[config.mk]
export PLATFORM = sky130hd
export DESIGN_NAME = text_console_scroll_writer_unit
export DESIGN_NICKNAME = d
export VERILOG_FILES = /design/src/rtl/tcsw_pkg.sv /design/src/rtl/tcsw_in_stage.sv /design/src/rtl/tcsw_core.sv /design/src/rtl/text_console_scroll_writer_unit.sv
export VERILOG_INCLUDE_DIRS = /design/src /design/src/rtl
export SDC_FILE = /design/constraint.sdc
export NUM_CORES = 1
export LEC_CHECK = 0
export BUFFER_PORTS_ARGS = -buffer_cell sky130_fd_sc_hd__clkbuf_2
export CAP_MARGIN = 40
export CORE_MARGIN = 2
export CORE_UTILIZATION = 50
export CTS_BUF_LIST = sky130_fd_sc_hd__clkbuf_8
export DETAILED_ROUTE_END_ITERATION = 8
export PLACE_DENSITY = 0.77
export SETUP_SLACK_MARGIN = 0.3
export SKIP_LAST_GASP = 1
export SYNTH_ARGS = -nofsm -noshare
export SYNTH_HDL_FRONTEND = slang
export SYNTH_HIERARCHICAL = 1
export SYNTH_SLANG_ARGS = --single-unit
export TNS_END_PERCENT = 1
[constraint.sdc]
create_clock -name clock -period 4.28 [get_ports clock]
set_clock_uncertainty 0.15 [all_clocks]
set_input_delay 0.214 -clock clock [delete_from_list [all_inputs] [get_ports clock]]
set_output_delay 0.214 -clock clock [all_outputs]
set_load 0.05 [all_outputs]
[src/rtl/text_console_scroll_writer_unit_defines.svh]
// Assertion macros used by the text console scroll writer core.
`ifndef TEXT_CONSOLE_SCROLL_WRITER_UNIT_DEFINES_SVH
`define TEXT_CONSOLE_SCROLL_WRITER_UNIT_DEFINES_SVH

`ifndef ASSERT_OFF

// Whenever cond holds, prop holds in the same cycle.
`define TCSW_ASSERT_IMPLIES(label, clk, rst, cond, prop) \
   label: assert property (@(posedge clk) disable iff (rst) (cond) |-> (prop)) \
      else $error("tcsw assertion failed");

// Whenever cond holds, prop holds in the next cycle.
`define TCSW_ASSERT_NEXT(label, clk, rst, cond, prop) \
   label: assert property (@(posedge clk) disable iff (rst) (cond) |=> (prop)) \
      else $error("tcsw assertion failed");

`else

`define TCSW_ASSERT_IMPLIES(label, clk, rst, cond, prop)
`define TCSW_ASSERT_NEXT(label, clk, rst, cond, prop)

`endif

`endif

[src/rtl/tcsw_pkg.sv]
// Types and constants of the text console scroll writer.
package tcsw_pkg;

   localparam int ADDR_WIDTH = 11;
   localparam int CHAR_WIDTH = 8;

   localparam logic [CHAR_WIDTH-1:0] CHAR_CR      = 8'd13;
   localparam logic [CHAR_WIDTH-1:0] CHAR_LF      = 8'd10;
   localparam logic [CHAR_WIDTH-1:0] CHAR_SPACE   = 8'd32;
   localparam logic [CHAR_WIDTH-1:0] ATTR_RESET   = 8'h07;
   localparam logic [CHAR_WIDTH-1:0] ATTR_CLEAR   = 8'h00;

   typedef enum logic {
      CMD_WRITE = 1'b0,
      CMD_CLEAR = 1'b1
   } cmd_kind_type;

   typedef struct packed {
      cmd_kind_type              kind;
      logic [ADDR_WIDTH-1:0]     address;
      logic [CHAR_WIDTH-1:0]     character;
      logic [CHAR_WIDTH-1:0]     attribute;
      logic [ADDR_WIDTH-1:0]     display_start;
      logic                      last;
   } cmd_type;

endpackage

[src/rtl/tcsw_in_stage.sv]
// Input register with skid entry for the character channel.
module tcsw_in_stage
   import tcsw_pkg::*;
(
   input  logic                  clock,
   input  logic                  reset,
   input  logic                  req_valid,
   output logic                  req_stall,
   input  logic [CHAR_WIDTH-1:0] req_character,
   output logic                  item_valid,
   output logic [CHAR_WIDTH-1:0] item_character,
   input  logic                  item_take
);

   logic                  main_valid_ff, main_valid_in;
   logic [CHAR_WIDTH-1:0] main_char_ff, main_char_in;
   logic                  skid_valid_ff, skid_valid_in;
   logic [CHAR_WIDTH-1:0] skid_char_ff, skid_char_in;
   logic                  accept;

   assign req_stall      = skid_valid_ff;
   assign accept         = req_valid && !skid_valid_ff;
   assign item_valid     = main_valid_ff;
   assign item_character = main_char_ff;

   always_comb begin
      main_valid_in = main_valid_ff;
      main_char_in  = main_char_ff;
      skid_valid_in = skid_valid_ff;
      skid_char_in  = skid_char_ff;
      if (item_take) begin
         if (skid_valid_ff) begin
            main_char_in  = skid_char_ff;
            skid_valid_in = 1'b0;
         end else begin
            main_valid_in = 1'b0;
         end
      end
      if (accept) begin
         if (!main_valid_in) begin
            main_valid_in = 1'b1;
            main_char_in  = req_character;
         end else begin
            skid_valid_in = 1'b1;
            skid_char_in  = req_character;
         end
      end
   end

   always_ff @(posedge clock) begin
      if (reset) begin
         main_valid_ff <= 1'b0;
         skid_valid_ff <= 1'b0;
      end else begin
         main_valid_ff <= main_valid_in;
         skid_valid_ff <= skid_valid_in;
      end
      main_char_ff <= main_char_in;
      skid_char_ff <= skid_char_in;
   end

endmodule

[src/rtl/tcsw_core.sv]
// Cursor, row base and start address state; builds one command per cycle while not stalled.
`include "text_console_scroll_writer_unit_defines.svh"

module tcsw_core
   import tcsw_pkg::*;
#(
   parameter int COLUMNS   = 80,
   parameter int ROWS      = 24,
   parameter int RAM_CELLS = 2048
) (
   input  logic                  clock,
   input  logic                  reset,
   input  logic                  csr_write_enable,
   input  logic [CHAR_WIDTH-1:0] csr_write_data,
   input  logic                  item_valid,
   input  logic [CHAR_WIDTH-1:0] item_character,
   output logic                  item_take,
   input  logic                  out_ready,
   output logic                  cmd_valid,
   output cmd_type               cmd
);

   localparam int AW = $clog2(RAM_CELLS);
   localparam int RW = $clog2(ROWS + 1);
   localparam int CW = $clog2(COLUMNS);
   localparam logic [AW:0]   RAM_W    = (AW+1)'(RAM_CELLS);
   localparam logic [AW-1:0] COLS_A   = AW'(COLUMNS);
   localparam logic [RW-1:0] ROW_FULL = RW'(ROWS);
   localparam logic [RW-1:0] ROW_LAST = RW'(ROWS - 1);
   localparam logic [CW-1:0] COL_LAST = CW'(COLUMNS - 1);

   // row_base tracks (start + COLUMNS*row) mod RAM_CELLS
   logic [RW-1:0]         row_ff, row_in;
   logic [CW-1:0]         col_ff, col_in;
   logic [AW-1:0]         start_ff, start_in;
   logic [AW-1:0]         base_ff, base_in;
   logic [CHAR_WIDTH-1:0] attr_ff;
   logic                  is_cr, is_lf, is_print, scroll;
   logic [AW-1:0]         wr_addr, base_next, start_next;
   logic                  clear_first;

   function automatic logic [AW-1:0] wrap_add(input logic [AW-1:0] a,
                                              input logic [AW-1:0] b);
      logic [AW:0] s;
      s = {1'b0, a} + {1'b0, b};
      if (s >= RAM_W) s = s - RAM_W;
      return s[AW-1:0];
   endfunction

   function automatic logic [ADDR_WIDTH-1:0] to_port(input logic [AW-1:0] a);
      logic [AW+ADDR_WIDTH-1:0] e;
      e = {{ADDR_WIDTH{1'b0}}, a};
      return e[ADDR_WIDTH-1:0];
   endfunction

   assign is_cr      = item_character == CHAR_CR;
   assign is_lf      = item_character == CHAR_LF;
   assign is_print   = !is_cr && !is_lf;
   assign scroll     = row_ff == ROW_FULL;
   assign wr_addr    = wrap_add(base_ff, {{(AW-CW){1'b0}}, col_ff});
   assign base_next  = wrap_add(base_ff, COLS_A);
   assign start_next = wrap_add(start_ff, COLS_A);

   always_comb begin
      row_in    = row_ff;
      col_in    = col_ff;
      start_in  = start_ff;
      base_in   = base_ff;
      item_take = 1'b0;
      cmd_valid = 1'b0;
      cmd.kind          = CMD_WRITE;
      cmd.address       = to_port(wr_addr);
      cmd.character     = item_character;
      cmd.attribute     = attr_ff;
      cmd.display_start = to_port(start_ff);
      cmd.last          = 1'b1;
      if (item_valid) begin
         if (scroll) begin
            // clear row sits at the current row base; base stays put unless the character is LF
            if (out_ready) begin
               cmd_valid         = 1'b1;
               cmd.kind          = CMD_CLEAR;
               cmd.address       = to_port(base_ff);
               cmd.character     = CHAR_SPACE;
               cmd.attribute     = ATTR_CLEAR;
               cmd.display_start = to_port(start_next);
               cmd.last          = !is_print;
               start_in          = start_next;
               row_in            = ROW_LAST;
               if (is_cr) begin
                  col_in    = '0;
                  item_take = 1'b1;
               end else if (is_lf) begin
                  col_in    = '0;
                  row_in    = ROW_FULL;
                  base_in   = base_next;
                  item_take = 1'b1;
               end
            end
         end else if (is_cr) begin
            col_in    = '0;
            item_take = 1'b1;
         end else if (is_lf) begin
            col_in    = '0;
            row_in    = row_ff + RW'(1);
            base_in   = base_next;
            item_take = 1'b1;
         end else if (out_ready) begin
            cmd_valid = 1'b1;
            item_take = 1'b1;
            if (col_ff == COL_LAST) begin
               col_in  = '0;
               row_in  = row_ff + RW'(1);
               base_in = base_next;
            end else begin
               col_in = col_ff + CW'(1);
            end
         end
      end
   end

   always_ff @(posedge clock) begin
      if (reset) begin
         row_ff   <= '0;
         col_ff   <= '0;
         start_ff <= '0;
         base_ff  <= '0;
         attr_ff  <= ATTR_RESET;
      end else begin
         row_ff   <= row_in;
         col_ff   <= col_in;
         start_ff <= start_in;
         base_ff  <= base_in;
         if (csr_write_enable) attr_ff <= csr_write_data;
      end
   end

   // a row clear that leaves its printable character for the next cycle
   assign clear_first = cmd_valid && (cmd.kind == CMD_CLEAR) && !cmd.last;

   `TCSW_ASSERT_IMPLIES(a_row_range, clock, reset, 1'b1, row_ff <= ROW_FULL)
   `TCSW_ASSERT_IMPLIES(a_col_range, clock, reset, 1'b1, col_ff <= COL_LAST)
   `TCSW_ASSERT_IMPLIES(a_start_range, clock, reset, 1'b1, ({1'b0, start_ff} < RAM_W))
   `TCSW_ASSERT_IMPLIES(a_base_range, clock, reset, 1'b1, ({1'b0, base_ff} < RAM_W))
   `TCSW_ASSERT_NEXT(a_clear_then_write, clock, reset, clear_first, item_valid && (row_ff == ROW_LAST))

endmodule

[src/rtl/text_console_scroll_writer_unit.sv]
// Top level of the text console scroll writer: input stage, core, result register.
//
//   channel  | direction | handshake             | payload
//   req_     | in        | req_valid / req_stall | req_character
//   rsp_     | out       | rsp_valid / rsp_stall | command kind, address, char, attr, start, last
//   csr_     | in        | csr_write_enable      | csr_write_data (text attribute)
//
// A printable character is taken from the input register with its write, after a row
// clear when one precedes it; CR and LF without a scroll emit nothing.
// A result passes through the input register, then the result register; a write
// behind a row clear follows that clear. reset is synchronous, active high, and
// clears cursor, start address and attribute (to 7). rsp_stall holds the result
// register; the skid entry keeps req_stall a registered signal.
module text_console_scroll_writer_unit
   import tcsw_pkg::*;
#(
   parameter int COLUMNS   = 80,
   parameter int ROWS      = 24,
   parameter int RAM_CELLS = 2048
) (
   input  logic                  clock,
   input  logic                  reset,
   input  logic                  csr_write_enable,
   input  logic [CHAR_WIDTH-1:0] csr_write_data,
   input  logic                  req_valid,
   output logic                  req_stall,
   input  logic [CHAR_WIDTH-1:0] req_character,
   output logic                  rsp_valid,
   input  logic                  rsp_stall,
   output logic                  rsp_command_kind,
   output logic [ADDR_WIDTH-1:0] rsp_cell_address,
   output logic [CHAR_WIDTH-1:0] rsp_cell_character,
   output logic [CHAR_WIDTH-1:0] rsp_cell_attribute,
   output logic [ADDR_WIDTH-1:0] rsp_display_start,
   output logic                  rsp_last_of_run
);

   logic                  item_valid;
   logic [CHAR_WIDTH-1:0] item_character;
   logic                  item_take;
   logic                  out_ready;
   logic                  cmd_valid;
   cmd_type               cmd;
   logic                  rsp_valid_ff, rsp_valid_in;
   cmd_type               rsp_cmd_ff;

   tcsw_in_stage u_in_stage (
      .clock          (clock),
      .reset          (reset),
      .req_valid      (req_valid),
      .req_stall      (req_stall),
      .req_character  (req_character),
      .item_valid     (item_valid),
      .item_character (item_character),
      .item_take      (item_take)
   );

   tcsw_core #(
      .COLUMNS   (COLUMNS),
      .ROWS      (ROWS),
      .RAM_CELLS (RAM_CELLS)
   ) u_core (
      .clock            (clock),
      .reset            (reset),
      .csr_write_enable (csr_write_enable),
      .csr_write_data   (csr_write_data),
      .item_valid       (item_valid),
      .item_character   (item_character),
      .item_take        (item_take),
      .out_ready        (out_ready),
      .cmd_valid        (cmd_valid),
      .cmd              (cmd)
   );

   assign out_ready = !rsp_valid_ff || !rsp_stall;

   always_comb begin
      rsp_valid_in = rsp_valid_ff;
      if (cmd_valid) begin
         rsp_valid_in = 1'b1;
      end else if (out_ready) begin
         rsp_valid_in = 1'b0;
      end
   end

   always_ff @(posedge clock) begin
      if (reset) begin
         rsp_valid_ff <= 1'b0;
      end else begin
         rsp_valid_ff <= rsp_valid_in;
      end
      if (cmd_valid) rsp_cmd_ff <= cmd;
   end

   assign rsp_valid          = rsp_valid_ff;
   assign rsp_command_kind   = rsp_cmd_ff.kind;
   assign rsp_cell_address   = rsp_cmd_ff.address;
   assign rsp_cell_character = rsp_cmd_ff.character;
   assign rsp_cell_attribute = rsp_cmd_ff.attribute;
   assign rsp_display_start  = rsp_cmd_ff.display_start;
   assign rsp_last_of_run    = rsp_cmd_ff.last;

endmodule
==> results of run 1 <==
-- power by group through the flow --
stage	Combinational [mW]	Sequential, mW	Clock [mW]
finish	0.270	1.02	0.641
global route	0.289	1.03	0.696
CTS	0.272	1.02	0.655
detailed placement	0.259	1.04	0
global placement	0.248	1.04	0
floorplan	0.108	1.13	0
-- cell families (layout without fill, tap and decap cells) --
group	count (synthesis)	after routing
AOI/OAI and AO/OA	54	54
other	1	4
buffers and inverters	26	110
DFF	93	93
xor gates and xnor gates	12	12
muxes	25	25
adders and majority gates	9	9
and+or+nand+nor	111	111
-- stage by stage --
step / utilization [%] / hold WS [ps] / power [mW]
global route: 62.0 / 186 / 2.02
floorplan: - / 133 / 1.24
global placement: 56.5 / 263 / 1.29
CTS: 62.0 / 160 / 1.95
detailed placement: 56.8 / 265 / 1.30
finish: 62.0 / 175 / 1.94
-- Yosys cell counts, types with 3 or more instances --
cell / n
nand2b_1: 3
nor2_1: 20
buf_4: 4
edfxtp_1: 48
nand3_1: 6
clkbuf_1: 8
mux2i_1: 9
ha_1: 8
nor3b_1: 4
a21oi_1: 18
o31ai_1: 4
nor3_1: 7
a32o_1: 4
inv_1: 12
xor2_1: 8
nand2_1: 19
and2_1: 24
xnor2_1: 4
mux2_2: 8
or4_1: 5
o21ai_0: 13
dfxtp_1: 45
mux2_4: 8
and3_1: 5
or3_1: 4
-- worst max-delay path, delay by kind of cell, from the launching register on --
kind                   cells  cell delay [ps]
and+or+nand+nor            3             1080
AOI/OAI and AO/OA          2              580
muxes                      1              400
DFF                        1              330
buffers and inverters      1              270
-- registers in the layout, summed over array words and instances, names as in the netlist, 5 cells and up --
register                   cells
u_core/start_ff                7
u_core/base_ff                 7
u_core/col_ff                  7
rsp_cell_address              11
u_in_stage/skid_char_ff        8
u_core/attr_ff                 8
u_in_stage/item_character      8
rsp_display_start             11
u_core/row_ff                  5
rsp_cell_attribute             8
rsp_cell_character             8
-- path summary, 6_finish.rpt --
check,slack (ps),depth (start not counted),to
min reg2reg,330,2,u_core/attr_ff[0]$_SDFFE_PP1P_
max,1360,7,u_in_stage/item_character[1]$_DFF_P_
min,180,3,u_core/attr_ff[1]$_SDFFE_PP1P_
max reg2reg,1360,7,u_in_stage/item_character[1]$_DFF_P_
-- layer usage --
layer / GRT usage (%) / vias up
met4: 8.46 / 0
met1: 23.4 / 1287
li1: - / 1347
met2: 27.3 / 85
met3: 4.03 / 11
met5: 0 / -
-- area by class of cell --
cell class	count	area share, %
Clock buffer	9	2.58
Sequential cell	93	48.9
Timing Repair Buffer	82	11.0
Clock inverter	7	2.04
Multi-Input combinational cell	215	32.0
Inverter	12	0.939
Tap cell	102	2.66
==> results.txt, run 1 <==
----------------------------------------------------
[STA]
  Number of failing setup endpoints in the final timing report ... 0
  Setup WS post-layout ... 1360 ps
  Total Neg Setup Slack ... 0 ps
  Slew at the pin closest to its max-slew limit ... 603 ps
  RSZ-0062 raised after global routing ... false
  Clock period minus worst slack ... 2920 ps
  Final period util ... 68.1%
  Worst slew margin ... 59.7%
  Count of pins over their slew limit ... 0
  Upper clock frequency limit ... 0.343 GHz
  Count of endpoints failing hold in the final timing report ... 0

[Route]
  Total met2 wirelength after detailed routing ... 3310 um
  Top sig layer ... met4
  Length of the first detailed-routing pass in iterations ... 4
  Wire length the detailed router placed on met1 ... 3320 um
  Vias/cell ... 5.25
  First-iteration detailed-routing DRC count ... 167
  Detailed-route via count ... 2730
  Mean routed wirelength per cell ... 13.6 um
  Post-route DRC violation count ... 0
  Final antenna-violating net count ... 0
  Total Routed Length ... 7100 um
  Met3 wire length ... 335 um

[Yosys]
  Total number of yosys warnings ... 6
  Flop and latch count out of synthesis ... 93
  Post-synthesis sequential area ratio ... 58.8%
  Post-Syn Instances ... 331
  Area of the mapped netlist ... 0.00398 mm2
  Share of cell area taken by muxes after synthesis ... 7.54%
  Biggest area contributors in the synthesized netlist ... edfxtp_1, dfxtp_1, and2_1
  Area fraction in and, or, nand and nor cells after synthesis ... 15.8%
  EDFF count, synth ... 48
  Fraction of registers with async set/reset ... 0%
  Post-Synth XOR/XNOR Area ... 2.64%
  Main combinational cell family by area after synthesis ... simple AND/OR/NAND/NOR gates
  Number of different library cells in the post-synthesis netlist ... 54
  Syn Area/Cell ... 12.0 um2
  Area fraction in compound gates after synthesis ... 8.89%
  Area share of the largest cell type after synthesis ... 36.2%
  Most frequently used flop master after synthesis ... edfxtp_1
  Post-synth top area cell ... edfxtp_1
  Adder-cell area share of the yosys netlist ... 3.02%

[CTS]
  Setup bufs post-CTS ... 0
  CTS buffer count ... 9
  Skew-Pair Late Insertion Delay ... 350 ps
  Total clock sinks ... 93
  Master cell of the clock root buffer ... clkbuf_8
  # H-tree levels ... 3
  Worst-case clock buffer depth ... 2
  # resized after CTS ... 0
  Clock transition at the registers of the reported paths ... 90 ps
  CTS Hold Bufs ... 18
  TritonCTS clock tree ... done

[Placement]
  Placed Instance Area ... 0.00439 mm2
  Cell count after placement ... 486
  Worst slack at placement ... 1390 ps
  Sum of net half-perimeters after detailed placement ... 4950 um
  Routability-driven placement congestion ratio ... 0.864
  Buffers added on ports ... 62

[Critical path]
  Startpoint types ... register
  Library cell appearing most often on the critical path ... nand2b_1
  Critical path, cell by cell ... or4b_4 > a211o_2 > a21o_1 > inv_1 > nand2b_1 > nand2b_1 > mux2_4
  Endpoint arrival time on the critical path ... 3010 ps
  Setup crit start ... u_in_stage/item_character[6]$_DFF_P_
  Data required, critical path ... 4370 ps
  Critical path class ... reg -> reg
  Largest driver fanout on the critical path ... 9
  Crit. End Element ... register
  Slowest stage cell on the critical path ... or4b_4
  RR Startpoint ... u_in_stage/item_character[6]$_DFF_P_
  Slowest Stage Delay on Critical Path ... 580 ps

[Power and ir drop]
  Switching power as a share of total power ... 26.3%
  Design internal power ... 1.43 mW
  Fraction of power consumed by the clock network ... 33.1%
  Net switching power figure ... 0.509 mW
  Pleak ... 1.97 nW
  Power per standard cell area ... 404 mW/mm2
  Proportion of power drawn by combinational gates ... 14.0%
  Sequential power share ... 52.9%
  Worst voltage drop across the vdd grid ... 0.212 mV

[Run status]
  Result of the run ... finished, final reports clean

[Cells and area]
  Most common library cell in the layout ignoring fill and taps ... clkbuf_2
  Highest-count cells in the layout ignoring fill and taps ... clkbuf_2, edfxtp_1, dfxtp_1
  Layout fillers ... 626
  Final Cell Area ... 0.00479 mm2
  Area Overhead vs Synth ... 20.4%
  Layout Cells excl Fill ... 520
  Layout net count ... 443
  Combined area of the multi-input logic cells ... 0.00153 mm2
  Layout cells sized above 1 ... 24.9%
  Area taken by flip-flops and latches ... 0.00234 mm2
  ANT cells ... 0

[Die]
  Die Span X ... 93.3 um
  Cell row count ... 32
  Placeable core region ... 0.00773 mm2
  Count of boundary I/O pins ... 63
  Starting density of the core ... 51.6%
  Overall die height ... 93.3 um
  Die area ... 0.00870 mm2

[GRT]
  Overall fraction of global-route tracks in use ... 17.6%
  First-pass GRT wire length ... 11900 um
  Via count of the first global-routing pass ... 2580
  Total overflow reported by the global router ... 0
  Antenna violations before repair ... 0
  Maximum number of pins on one net before global-route repair ... 27

[Run]
  Count of max-cap constraint violations ... 0

[Hold path]
  Classification of the worst-slack hold path ... in -> reg
  Min-delay src ... csr_write_enable

----------------------------------------------------
Note: power is estimated with default switching activity, not from simulation.
==> run 2, diff against run 1 <==
--- a/config.mk
+++ b/config.mk
@@ -6,13 +6,14 @@
 export SDC_FILE = /design/constraint.sdc
 export NUM_CORES = 1
 export LEC_CHECK = 0
+export ABC_AREA = 1
 export BUFFER_PORTS_ARGS = -buffer_cell sky130_fd_sc_hd__clkbuf_2
 export CAP_MARGIN = 40
 export CORE_MARGIN = 2
 export CORE_UTILIZATION = 50
 export CTS_BUF_LIST = sky130_fd_sc_hd__clkbuf_8
 export DETAILED_ROUTE_END_ITERATION = 8
-export PLACE_DENSITY = 0.77
+export PLACE_DENSITY = 0.79
 export SETUP_SLACK_MARGIN = 0.3
 export SKIP_LAST_GASP = 1
 export SYNTH_ARGS = -nofsm -noshare
==> constraint.sdc (replaced) <==
create_clock -name clock -period 2.5 [get_ports clock]
set_clock_uncertainty 0.15 [all_clocks]
set_input_delay 0.125 -clock clock [delete_from_list [all_inputs] [get_ports clock]]
set_output_delay 0.125 -clock clock [all_outputs]
set_load 0.05 [all_outputs]
==> run 2 against run 1 <==
  * Setup slack got worse by 950 ps
  * Worst hold slack got worse by 130 ps
  * Non-clock buffer count rose by 5
  * Sequential share of layout area fell by 5.1 points
  * Total power rose by 80%
  * Register-to-register slack got worse by 950 ps
  * Via count rose by 30%
  * Die area rose by 12%
  * Largest power group unchanged
  * First-iteration DRC count fell by 17%
  * Synthesized cell count rose by 54%
==> results.txt, run 2 <==
----------------------------------------------------
[Run status]
  Result of the run ... finished, final reports clean

[Cells and area]
  Final core area utilization ... 61.7% (-0.37 points)
  Highest-count cells in the layout ignoring fill and taps ... nand2_1, clkbuf_2, inv_1
  Layout net count ... 625 (+41%)
  Area taken by flip-flops and latches ... 0.00234 mm2 (about the same)
  ANT cells ... 0 (unchanged)
  Layout fillers ... 732 (+17%)
  Area Overhead vs Synth ... 19.6%
  Combined area of the multi-input logic cells ... 0.00179 mm2 (+17%)
  Layout cells sized above 1 ... 23.7% (-1.2 points)
  Most common library cell in the layout ignoring fill and taps ... nand2_1

[Placement]
  Routability-driven placement congestion ratio ... 0.900 (+4.1%)
  Sum of net half-perimeters after detailed placement ... 6220 um (+26%)
  Buffers added on ports ... 62 (unchanged)

[Route]
  First-iteration detailed-routing DRC count ... 138 (-17%)
  Length of the first detailed-routing pass in iterations ... 4 (unchanged)
  Final antenna-violating net count ... 0 (unchanged)
  Total Routed Length ... 8940 um (+26%)
  Post-route DRC violation count ... 0 (unchanged)
  Vias/cell ... 5.00 (-4.7%)
  Detailed-route via count ... 3543 (+30%)
  Mean routed wirelength per cell ... 12.6 um (-7.5%)

[Yosys]
  Cell with the most instances after synthesis ... nand2_1
  Area share of the largest cell type after synthesis ... 32.2% (-4.0 points)
  Most frequently used flop master after synthesis ... edfxtp_1
  EDFF count, synth ... 48 (unchanged)
  Area of the mapped netlist ... 0.00447 mm2 (+12%)
  Post-synthesis sequential area ratio ... 52.3% (-6.4 points)
  Post-Syn Instances ... 510 (+54%)
  Total number of yosys warnings ... 6 (unchanged)
  Flop and latch count out of synthesis ... 93 (unchanged)
  Syn Area/Cell ... 8.77 um2 (-27%)
  Biggest area contributors in the synthesized netlist ... edfxtp_1, dfxtp_1, nand2_1
  Number of different library cells in the post-synthesis netlist ... 40 (-26%)
  Most numerous cell types in the synthesized netlist ... nand2_1, inv_1, edfxtp_1, dfxtp_1, nor2_1
  Post-synth top area cell ... edfxtp_1
  Fraction of registers with async set/reset ... 0% (unchanged)

[Power and ir drop]
  Power per standard cell area ... 650 mW/mm2 (+61%)
  Pleak ... 2.49 nW (+27%)
  Worst voltage drop across the vdd grid ... 0.262 mV (+24%)

[GRT]
  Maximum number of pins on one net before global-route repair ... 31 (+15%)
  Via count of the first global-routing pass ... 3363 (+30%)
  Overall fraction of global-route tracks in use ... 18.6% (+0.96 points)
  Total overflow reported by the global router ... 0 (unchanged)
  Antenna violations before repair ... 0 (unchanged)
  First-pass GRT wire length ... 14600 um (+23%)

[Critical path]
  Crit. End Element ... register
  Startpoint types ... register
  RR Startpoint ... u_core/base_ff[4]$_SDFFE_PP0P_
  Data required, critical path ... 2460 ps (-1910 ps)
  Endpoint arrival time on the critical path ... 2050 ps (-960 ps)
  Worst-case register-to-register setup slack ... 410 ps (-950 ps)
  Critical path class ... reg -> reg
  Largest driver fanout on the critical path ... 6 (-3)
  Setup crit start ... u_core/base_ff[4]$_SDFFE_PP0P_

[STA]
  Clock period minus worst slack ... 2090 ps (-829 ps)
  Upper clock frequency limit ... 0.479 GHz (+40%)
  Worst slew margin ... 55.1% (-4.6 points)
  Number of failing setup endpoints in the final timing report ... 0 (unchanged)
  Count of endpoints failing hold in the final timing report ... 0 (unchanged)
  Total Neg Setup Slack ... 0 ps (unchanged)
  Final period util ... 83.4% (+15 points)
  RSZ-0062 raised after global routing ... false
  Slew at the pin closest to its max-slew limit ... 673 ps (+70.9 ps)
  Count of pins over their slew limit ... 0 (unchanged)

[Hold path]
  Min-delay src ... csr_write_enable
  Classification of the worst-slack hold path ... in -> reg

[CTS]
  CTS buffer count ... 9 (unchanged)
  Setup bufs post-CTS ... 0 (unchanged)
  Skew-Pair Late Insertion Delay ... 350 ps (about the same)
  # H-tree levels ... 3 (unchanged)
  Total clock sinks ... 93 (unchanged)
  Clock transition at the registers of the reported paths ... 80 ps (about the same)
  Worst-case clock buffer depth ... 2 (unchanged)
  Master cell of the clock root buffer ... clkbuf_8
  TritonCTS clock tree ... done

[Die]
  Count of boundary I/O pins ... 63 (unchanged)
  Starting density of the core ... 51.6% (about the same)
  Die area ... 0.00972 mm2 (+12%)
  Die Span X ... 98.6 um (+5.7%)
  Placeable core region ... 0.00868 mm2 (+12%)
  Overall die height ... 98.6 um (+5.7%)
  Cell row count ... 34 (+6.3%)

[Run]
  Count of max-cap constraint violations ... 0 (unchanged)

----------------------------------------------------
## run 2: cell types whose count changed after synthesis, moves of 18 or more
cell / change
nand3_1: +33
and2_1: -22
nand2_1: +126
nor2_1: +22
inv_1: +41
inv_2: +18
## run 2: final timing paths
check | endpoint | depth (start not counted)
worst max register to register | rsp_cell_address[10]$_DFFE_PP_ | 7
worst max-delay path | rsp_cell_address[10]$_DFFE_PP_ | 7
worst min register to register | u_core/attr_ff[1]$_SDFFE_PP1P_ | 2
worst min-delay path | u_core/attr_ff[5]$_SDFFE_PP0P_ | 3
## run 2: critical path: stages (launching register included)
cell and delay [ps]:
dfxtp_1 440, ha_1 220, inv_1 70, fa_1 410
o21ai_0 230, nand2_1 130, nor2_1 140, xor2_1 80
## run 2: repair_timing
item / in CTS / in global routing
cloned: 0 / 0
hold endpoints to repair: 27 / 0
endpoints found under the setup margin: 8 / 10
hold buffers: 21 / 0
gates resized for setup: 1 / 6
pin swaps: 0 / 1
## run 2: routing by layer
layer	up-vias	routed length, um	global-route usage, %
li1	1770	-	-
met2	93	4580	33.9
met3	14	418	4.47
met1	1666	3820	21.4
met4	0	128	6.01
met5	-	0	0
## run 2: cell families after synthesis
group                      share of synthesized area [%]
and+or+nand+nor                                     28.4
xor gates and xnor gates                            3.08
DFF                                                 52.3
other                                             0.0838
buffers and inverters                               8.61
AOI/OAI and AO/OA                                   4.75
adders and majority gates                           2.68
## run 2: power by group
part           leakage [nW]  switching (mW)  total [mW]  internal (mW)
Clock                 0.119           0.504        1.16          0.661
Combinational          1.55           0.390       0.544          0.154
Sequential            0.823          0.0555        1.77           1.72
## run 2: metrics by stage
stage          worst slack, ps  std cells  hold WS, ps  instance area [um2]  total power [mW]
3_3_place_gp               352        671          174                 4880              2.31
6_report                   414        708         45.3                 5350              3.48
4_1_cts                    352        708         32.9                 5330              3.50
3_5_place_dp               283        671          176                 4880              2.32
5_1_grt                    330        708         69.6                 5350              3.61
2_1_floorplan              363        513         30.1                 4500              2.20
## run 2: final cells by class
type,instances,area share (%)
Sequential cell,93,43.8
Multi-Input combinational cell,331,33.5
Timing Repair Buffer,87,10.5
Inverter,73,5.21
Tap cell,108,2.52
Clock buffer,9,2.31
Clock inverter,7,2.13
